===== src/hdl/rsg_pkg.sv =====
package rsg_pkg;

    localparam int MAX_STEPS = 16;
    localparam int TBL_DEPTH = MAX_STEPS + 1;
    localparam int ADDR_W    = $clog2(TBL_DEPTH);
    localparam int TIME_W    = 24;
    localparam int VAL_W     = 24;
    localparam int SEG_W     = 5;
    localparam int SLOPE_W   = 48;
    localparam int DIV_STEPS = SLOPE_W;
    localparam int CNT_W     = $clog2(DIV_STEPS);

    typedef enum logic [1:0] {
        MODE_WRITE = 2'd0,
        MODE_START = 2'd1,
        MODE_TICK  = 2'd2
    } mode_t;

    typedef enum logic [3:0] {
        S_IDLE,
        S_RD_CUR,
        S_RD_NXT,
        S_CHECK,
        S_DIV,
        S_SLOPE,
        S_PREP,
        S_MUL_LO,
        S_MUL_HI,
        S_SUM,
        S_OUT
    } state_t;

    typedef struct packed {
        mode_t                     mode;
        logic [SEG_W-1:0]          point_index;
        logic [TIME_W-1:0]         point_time;
        logic signed [VAL_W-1:0]   point_value;
        logic signed [VAL_W-1:0]   start_value;
    } rsg_in_t;

    typedef struct packed {
        logic signed [VAL_W-1:0]   setpoint;
        logic [SEG_W-1:0]          segment;
        logic                      at_end;
    } rsg_out_t;

endpackage


===== src/hdl/ramp_soak_setpoint_generator.sv =====
// a tick steps through S_RD_CUR, S_RD_NXT, S_CHECK, S_PREP, S_MUL_LO, S_MUL_HI,
// S_SUM and S_OUT, with S_DIV (bit-serial slope divider) and S_SLOPE after S_CHECK
// when it moves to a new segment; done is registered from S_OUT; busy is high and
// blocks new transfers until the result is out; writes and starts never raise busy
// reset: async active low, clears time, segment, slope and anchor; the point table
// holds nothing defined until written; the receiver cannot stall the result strobe
module ramp_soak_setpoint_generator (
    input  logic              clk,
    input  logic              rst_n,
    input  logic              start,
    output logic              busy,
    input  rsg_pkg::rsg_in_t  cmd,
    output logic              done,
    output rsg_pkg::rsg_out_t result
);
    import rsg_pkg::*;

    localparam logic [SEG_W-1:0]  SEG_MAX  = SEG_W'(MAX_STEPS);
    localparam logic [CNT_W-1:0]  CNT_LAST = CNT_W'(DIV_STEPS - 1);
    localparam logic [TIME_W-1:0] TIME_MAX = {TIME_W{1'b1}};

    state_t state_reg, state_next;

    // point table
    logic [TIME_W-1:0]       time_mem  [TBL_DEPTH];
    logic signed [VAL_W-1:0] value_mem [TBL_DEPTH];
    logic [TIME_W-1:0]       rd_t_reg;
    logic signed [VAL_W-1:0] rd_v_reg;
    logic [ADDR_W-1:0]       rd_addr;
    logic [ADDR_W-1:0]       wr_addr;
    logic                    t_we;
    logic                    v_we;
    logic signed [VAL_W-1:0] v_wdata;

    // profile state
    logic [TIME_W-1:0]         elapsed_reg;
    logic [SEG_W-1:0]          seg_reg;
    logic signed [SLOPE_W-1:0] slope_reg;
    logic [TIME_W-1:0]         anchor_t_reg;
    logic signed [VAL_W-1:0]   anchor_v_reg;
    logic                      at_end_reg;

    logic [TIME_W-1:0]       cur_t_reg;
    logic signed [VAL_W-1:0] cur_v_reg;

    // divider
    logic [SLOPE_W-1:0] div_quo_reg;
    logic [TIME_W-1:0]  div_rem_reg;
    logic [TIME_W-1:0]  div_den_reg;
    logic               div_neg_reg;
    logic [CNT_W-1:0]   div_cnt_reg;

    // multiplier path
    logic [SLOPE_W-1:0]   ms_reg;
    logic [TIME_W-1:0]    md_reg;
    logic                 neg_reg;
    logic [2*TIME_W-1:0]  prod_reg;
    logic [TIME_W:0]      acc_reg;
    logic signed [SLOPE_W+1:0] term_reg;

    logic     done_reg;
    rsg_out_t result_reg;

    logic                accept;
    logic [TIME_W-1:0]   mult_a;
    logic [2*TIME_W-1:0] product;
    logic [SEG_W-1:0]    seg_inc;

    logic                    reached;
    logic                    can_adv;
    logic signed [VAL_W:0]   dy;
    logic [VAL_W-1:0]        dy_mag;

    logic [TIME_W:0] div_sh;
    logic            div_ge;

    logic signed [TIME_W:0] d_diff;
    logic [SLOPE_W:0]       q_mag;
    logic signed [SLOPE_W+1:0] sp_sum;

    assign accept  = start && !busy;
    assign seg_inc = (seg_reg < SEG_MAX) ? SEG_W'(seg_reg + 1'b1) : seg_reg;

    // next state
    always_comb
    begin
        state_next = state_reg;
        case (state_reg)
            S_IDLE:
            begin
                if (accept && cmd.mode == MODE_TICK)
                    state_next = S_RD_CUR;
            end
            S_RD_CUR: state_next = S_RD_NXT;
            S_RD_NXT: state_next = S_CHECK;
            S_CHECK:  state_next = (reached && can_adv) ? S_DIV : S_PREP;
            S_DIV:
            begin
                if (div_cnt_reg == CNT_LAST)
                    state_next = S_SLOPE;
            end
            S_SLOPE:  state_next = S_PREP;
            S_PREP:   state_next = S_MUL_LO;
            S_MUL_LO: state_next = S_MUL_HI;
            S_MUL_HI: state_next = S_SUM;
            S_SUM:    state_next = S_OUT;
            S_OUT:    state_next = S_IDLE;
            default:  state_next = S_IDLE;
        endcase
    end

    // outputs and shared datapath controls
    always_comb
    begin
        busy    = (state_reg != S_IDLE);
        rd_addr = seg_inc;
        mult_a  = ms_reg[TIME_W-1:0];
        case (state_reg)
            S_RD_CUR: rd_addr = seg_reg;
            S_MUL_HI: mult_a  = ms_reg[SLOPE_W-1:TIME_W];
            default:
            begin
                rd_addr = seg_inc;
                mult_a  = ms_reg[TIME_W-1:0];
            end
        endcase
    end

    assign product = mult_a * md_reg;

    assign t_we    = accept && cmd.mode == MODE_WRITE && cmd.point_index <= SEG_MAX;
    assign v_we    = t_we || (accept && cmd.mode == MODE_START);
    assign v_wdata = (cmd.mode == MODE_START) ? cmd.start_value : cmd.point_value;
    assign wr_addr = (cmd.mode == MODE_START) ? '0 : cmd.point_index[ADDR_W-1:0];

    always_ff @(posedge clk)
    begin
        if (t_we)
            time_mem[wr_addr] <= cmd.point_time;
        if (v_we)
            value_mem[wr_addr] <= v_wdata;
        rd_t_reg <= time_mem[rd_addr];
        rd_v_reg <= value_mem[rd_addr];
    end

    // segment check, rd_t_reg holds the next point here
    assign reached = elapsed_reg >= cur_t_reg;
    assign can_adv = (seg_reg < SEG_MAX) && (rd_t_reg > cur_t_reg);
    assign dy      = {rd_v_reg[VAL_W-1], rd_v_reg} - {cur_v_reg[VAL_W-1], cur_v_reg};
    assign dy_mag  = dy[VAL_W] ? VAL_W'(-dy) : dy[VAL_W-1:0];

    // restoring divide, one quotient bit a cycle
    assign div_sh = {div_rem_reg, div_quo_reg[SLOPE_W-1]};
    assign div_ge = div_sh >= {1'b0, div_den_reg};

    assign d_diff = {1'b0, elapsed_reg} - {1'b0, anchor_t_reg};
    assign q_mag  = {1'b0, prod_reg} + (SLOPE_W+1)'(acc_reg);
    assign sp_sum = (SLOPE_W+2)'(anchor_v_reg) + term_reg;

    always_ff @(posedge clk or negedge rst_n)
    begin
        if (!rst_n)
        begin
            state_reg    <= S_IDLE;
            elapsed_reg  <= '0;
            seg_reg      <= '0;
            slope_reg    <= '0;
            anchor_t_reg <= '0;
            anchor_v_reg <= '0;
            div_cnt_reg  <= '0;
            done_reg     <= 1'b0;
        end
        else
        begin
            state_reg <= state_next;
            done_reg  <= (state_reg == S_OUT);
            case (state_reg)
                S_IDLE:
                begin
                    if (accept && cmd.mode == MODE_START)
                    begin
                        elapsed_reg  <= '0;
                        seg_reg      <= '0;
                        slope_reg    <= '0;
                        anchor_t_reg <= '0;
                        anchor_v_reg <= cmd.start_value;
                    end
                end
                S_CHECK:
                begin
                    div_cnt_reg <= '0;
                    if (reached && can_adv)
                    begin
                        anchor_t_reg <= rd_t_reg;
                        anchor_v_reg <= rd_v_reg;
                        seg_reg      <= seg_inc;
                    end
                    else if (reached)
                    begin
                        slope_reg    <= '0;
                        anchor_t_reg <= cur_t_reg;
                        anchor_v_reg <= cur_v_reg;
                    end
                end
                S_DIV:
                    div_cnt_reg <= CNT_W'(div_cnt_reg + 1'b1);
                S_SLOPE:
                begin
                    if (!div_neg_reg)
                        slope_reg <= div_quo_reg[SLOPE_W-1]
                                     ? {1'b0, {(SLOPE_W-1){1'b1}}}
                                     : div_quo_reg;
                    else if (div_quo_reg[SLOPE_W-1] && |div_quo_reg[SLOPE_W-2:0])
                        slope_reg <= {1'b1, {(SLOPE_W-1){1'b0}}};
                    else
                        slope_reg <= -div_quo_reg;
                end
                S_OUT:
                begin
                    if (elapsed_reg != TIME_MAX)
                        elapsed_reg <= TIME_W'(elapsed_reg + 1'b1);
                end
                default:
                begin
                end
            endcase
        end
    end

    // datapath registers
    always_ff @(posedge clk)
    begin
        case (state_reg)
            S_RD_NXT:
            begin
                cur_t_reg <= rd_t_reg;
                cur_v_reg <= rd_v_reg;
            end
            S_CHECK:
            begin
                at_end_reg  <= !can_adv;
                div_quo_reg <= {dy_mag, {TIME_W{1'b0}}};
                div_rem_reg <= '0;
                div_den_reg <= rd_t_reg - cur_t_reg;
                div_neg_reg <= dy[VAL_W];
            end
            S_DIV:
            begin
                div_rem_reg <= div_ge ? TIME_W'(div_sh - {1'b0, div_den_reg})
                                      : div_sh[TIME_W-1:0];
                div_quo_reg <= {div_quo_reg[SLOPE_W-2:0], div_ge};
            end
            S_SLOPE:
            begin
                // rd_t_reg now holds the point after the new segment
                at_end_reg <= (seg_reg >= SEG_MAX) || (rd_t_reg <= anchor_t_reg);
            end
            S_PREP:
            begin
                ms_reg  <= slope_reg[SLOPE_W-1] ? SLOPE_W'(-slope_reg) : slope_reg;
                md_reg  <= d_diff[TIME_W] ? TIME_W'(-d_diff) : d_diff[TIME_W-1:0];
                neg_reg <= slope_reg[SLOPE_W-1] ^ d_diff[TIME_W];
            end
            S_MUL_LO:
                prod_reg <= product;
            S_MUL_HI:
            begin
                // low partial product, rounded half up at bit 24
                acc_reg  <= (TIME_W+1)'(({1'b0, prod_reg} + (2*TIME_W+1)'(1 << (TIME_W-1)))
                                        >> TIME_W);
                prod_reg <= product;
            end
            S_SUM:
                term_reg <= neg_reg ? -$signed({1'b0, q_mag}) : $signed({1'b0, q_mag});
            S_OUT:
            begin
                if (sp_sum > (SLOPE_W+2)'(signed'({1'b0, {(VAL_W-1){1'b1}}})))
                    result_reg.setpoint <= {1'b0, {(VAL_W-1){1'b1}}};
                else if (sp_sum < (SLOPE_W+2)'(signed'({1'b1, {(VAL_W-1){1'b0}}})))
                    result_reg.setpoint <= {1'b1, {(VAL_W-1){1'b0}}};
                else
                    result_reg.setpoint <= sp_sum[VAL_W-1:0];
                result_reg.segment <= seg_reg;
                result_reg.at_end  <= at_end_reg;
            end
            default:
            begin
            end
        endcase
    end

    assign done   = done_reg;
    assign result = result_reg;

    a_done_after_out: assert property (@(posedge clk) disable iff (!rst_n)
        done |-> $past(state_reg == S_OUT))
        else $error("result strobe without a finished tick");

    a_seg_in_table: assert property (@(posedge clk) disable iff (!rst_n)
        seg_reg <= SEG_MAX)
        else $error("segment index past end of table");

    a_tick_goes_busy: assert property (@(posedge clk) disable iff (!rst_n)
        (start && !busy && cmd.mode == MODE_TICK) |=> busy)
        else $error("tick transfer did not start work");

    a_last_seg_at_end: assert property (@(posedge clk) disable iff (!rst_n)
        (done && result.segment == SEG_MAX) |-> result.at_end)
        else $error("last segment not flagged at end");

    a_div_len: assert property (@(posedge clk) disable iff (!rst_n)
        (state_reg == S_SLOPE) |-> $past(state_reg == S_DIV && div_cnt_reg == CNT_LAST))
        else $error("divider left early");

endmodule


===== config.mk =====
export PLATFORM = sky130hd
export DESIGN_NAME = ramp_soak_setpoint_generator
export DESIGN_NICKNAME = d
export VERILOG_FILES = /design/src/hdl/rsg_pkg.sv /design/src/hdl/ramp_soak_setpoint_generator.sv
export SDC_FILE = /design/constraint.sdc
export NUM_CORES = 2
export LEC_CHECK = 0
export BUFFER_PORTS_ARGS = -buffer_cell sky130_fd_sc_hd__buf_2
export CAP_MARGIN = 20
export CORE_MARGIN = 8
export CORE_UTILIZATION = 40
export CTS_BUF_LIST = sky130_fd_sc_hd__clkbuf_16
export DETAILED_ROUTE_END_ITERATION = 6
export GPL_ROUTABILITY_DRIVEN = 0
export HOLD_SLACK_MARGIN = 0.12
export PLACE_DENSITY = 0.52
export SETUP_SLACK_MARGIN = 0.4
export SLEW_MARGIN = 5
export SYNTH_ARGS = -nofsm -noshare
export SYNTH_HDL_FRONTEND = slang
export SYNTH_SLANG_ARGS = --single-unit

===== constraint.sdc =====
create_clock -name clk -period 12.4 [get_ports clk]
set_clock_uncertainty 0.15 [all_clocks]
set_input_delay 0 -clock clk [delete_from_list [all_inputs] [get_ports clk]]
set_output_delay 0 -clock clk [all_outputs]
set_load 0.03 [all_outputs]

==> flow_metrics.py <==
metrics = {
    "floorplanning": {
        "core_area_um2": 215000,
        "initial_utilization_pct": 40.3,
        "die_h_um": 481,
        "io_pins": 114,
        "dieArea_um2": 231000,
        "die_w_um": 481,
        "std_cell_rows": 170,
    },
    "yosys": {
        "synth_edf_count": 1188,
        "synth_xor_xnor_area_share_pct": 3.57,
        "synth_cells": 7218,
        "synth.area.top_cells": "edfxtp_1 (41%), fa_1 (11%), mux4_2 (6.3%), ha_1 (5.8%), dfrtp_1 (3.9%)",
        "synth_top_family_by_area": "adder cells",
        "ys_async_sr_fraction_pct": 9.91,
        "synthesis.area_um2": 86400,
        "synthSimpleGateAreaFrac_pct": 11.1,
        "synth_top_flop_cell": "edfxtp_1",
        "yosys.cell_types.count": 90,
        "synth-seq-area-share_pct": 46.3,
        "ys_ff_latch": 1372,
        "postSynthAreaPerCell_um2": 12.0,
        "synth_compound_area_share_pct": 9.28,
        "yosysTopAreaCellShare_pct": 41.3,
        "synth_top_area_cell": "edfxtp_1",
        "synthAdderAreaFrac_pct": 17.1,
        "muxShareOfSynthArea_pct": 7.97,
        "ys_warn_count": 0,
        "syn_nets": 8190,
    },
    "setup_path": {
        "crit_arrival_ns": 10.17,
        "worst-path-buf-inv": 6,
        "crit_path_top_delay_cell": "mux2_2",
        "crit_family": "adder cells",
        "critPathMostFrequentCell": "fa_1",
        "worstSetupPathType": "flop to flop",
        "required_ns": 12.80,
        "max_stage_delay_ns": 0.69,
        "worstSetupEndpointType": "flop",
        "crit_fanout": 50,
        "crit_start": "state_reg[2]$_DFFE_PN0P_",
        "r2r_start": "state_reg[2]$_DFFE_PN0P_",
        "critPathLaunchType": "flop",
    },
    "clock_tree": {
        "cts_made_buffers": 151,
        "clk_transition_reported_paths_ns": 0.06,
        "clk_path_buf_depth": 3,
        "hold_buffers": 153,
        "cts_tree": "built",
        "h-tree-depth": 4,
        "clk_latency_ns": 0.82,
        "cts_resized": 0,
        "root_buffer": "clkbuf_16",
        "clock_sinks": 1372,
        "postCtsSetupBuffers": 0,
    },
    "grt": {
        "use_met1_pct": 28.0,
        "grtUsageMet2_pct": 34.2,
        "antenna_found_initial": 10,
        "grtUsageTotal_pct": 20.3,
        "overflow": 0,
        "grt_max_degree": 133,
        "grt_pass1_vias": 58000,
        "grt_pass1_wl_um": 363000,
        "busiest_layer": "met2",
        "grtUsageMet3_pct": 2.42,
    },
    "placement": {
        "port_buffers": 113,
        "dpl.hpwl_um": 163000,
    },
    "detailed_routing": {
        "vias_per_cell": 5.47,
        "wl_um": 236000,
        "antenna_left": 0,
        "drc": 0,
        "initialDrtViolationCount": 3995,
        "drt-pass1-iter-count": 5,
        "num_vias": 56800,
        "wire_per_inst_um": 22.7,
    },
    "run": {
        "drv_cap": 0,
    },
    "sta": {
        "slew_headroom_pct": 25.0,
        "fin_crit_sh_pct": 78.7,
        "maxSlewViolCount": 0,
        "max_freq_ghz": 0.102,
        "fin_tns_setup_ns": 0,
        "hold_viol_final": 0,
        "layout_min_cycle_time_ns": 9.76,
        "rsz0062_at_grt": "false",
        "finalSetupViolCount": 0,
        "worstMarginPinSlew_ns": 1.11,
    },
    "finish": {
        "nets": 8382,
        "syn2layout_area_growth_pct": 12.4,
        "drive_gt1_share_pct": 11.5,
    },
    "worst_hold_path": {
        "hp-class": "input pin to async pin",
    },
    "outcome": {
        "status": "complete, no violations",
    },
}
synth_stat cells (32+ instances only):
cell,number
o21ai_0,251
o31ai_1,41
dfxtp_1,48
o221ai_1,33
xnor2_1,236
clkbuf_1,303
ha_1,402
nand3_1,95
and2_1,321
fa_1,488
nand2b_1,45
dfrtp_1,136
o21a_1,38
nand4_1,79
xor2_1,116
nor2b_1,49
a21oi_1,304
nor4_1,35
o21bai_1,32
edfxtp_1,1188
mux2_2,76
and3_1,61
a31oi_1,56
inv_1,737
or3_1,39
mux2i_1,63
nor3_1,103
a211oi_1,36
a21o_1,179
nand2_1,676
mux4_2,240
nor2_1,323
tightest hold or removal path, cell delays in order:
cell           delay (ns)
dlygate4sd3_1        0.52
dlygate4sd3_1        0.58
buf_6                0.17
buf_16               0.31
worst paths after layout:
path | slack [ns] | depth (start not counted) | to
min in group clk | 0.27 | 0 | result[0]$_DFFE_PP_
max | 2.64 | 29 | prod_reg[44]$_DFFE_PP_
max in group asynchronous | 11.02 | 4 | elapsed_reg[7]$_DFFE_PN0P_
min reg2reg | 0.27 | 0 | result[0]$_DFFE_PP_
max reg2reg | 2.64 | 29 | prod_reg[44]$_DFFE_PP_
min | 0.21 | 4 | anchor_v_reg[16]$_DFFE_PN0P_
layout make-up:
class / count / area [um^2]
inverter: 738 / 2770
multi-input combinational: 4775 / 42800
timing repair buffer: 372 / 3010
antenna: 6 / 15.0
sequential: 1372 / 40000
clock inverter: 129 / 1120
clock buffer: 153 / 3830
fill: 19500 / 117000
tap: 2838 / 3550
per-stage QoR:
stage | std cells | setup slack, ns | util, % | hold slack (ns) | instance area, um^2
floorplan | 7218 | 2.68 | - | -0.446 | 86400
global placement | 9933 | 2.78 | 42.2 | -0.0598 | 90500
detailed placement | 9936 | 2.73 | 42.2 | -0.0763 | 90500
CTS | 10400 | 2.69 | 45.2 | 0.175 | 97000
global route | 10400 | 2.13 | 45.3 | 0.227 | 97100
finish | 10400 | 2.64 | 45.3 | 0.210 | 97100
cells by family (layout without fill, tap and decap cells):
family / count (synthesis) / in the layout
other: 0 / 6
XOR/XNOR: 352 / 352
buffers and inverters: 1071 / 1392
flip-flops: 1372 / 1372
AND/OR/NAND/NOR: 1932 / 1932
multiplexers: 379 / 379
adder cells (fa/ha/maj): 890 / 890
AO/OA/AOI/OAI: 1222 / 1222
cells in the final DEF (no fill, tap or decap), drive strengths merged, types with 95 or more instances in the layout:
| cell type | Yosys | routed |
|---|---|---|
| inv | 737 | 775 |
| nand3 | 95 | 95 |
| dfrtp | 136 | 136 |
| nor2 | 323 | 323 |
| xnor2 | 236 | 236 |
| edfxtp | 1188 | 1188 |
| a21o | 179 | 179 |
| clkbuf | 303 | 155 |
| o21ai | 258 | 258 |
| nor3 | 104 | 104 |
| and2 | 321 | 321 |
| dlygate4sd3 | 0 | 152 |
| nand2 | 676 | 676 |
| ha | 402 | 402 |
| xor2 | 116 | 116 |
| buf | 30 | 218 |
| mux4 | 240 | 240 |
| a21oi | 304 | 304 |
| fa | 488 | 488 |
metal layers:
layer	part of all wire (%)	wire, um	vias up
met3	4.2	9880	260
met1	45	106000	29100
met2	49	115000	1251
met5	0.0098	23	-
li1	-	-	26200
met4	2.1	5020	4
Power is left out: the tool's default activity adds up to more than one toggle a clock period on the data nets, which glitch-free logic cannot reach.
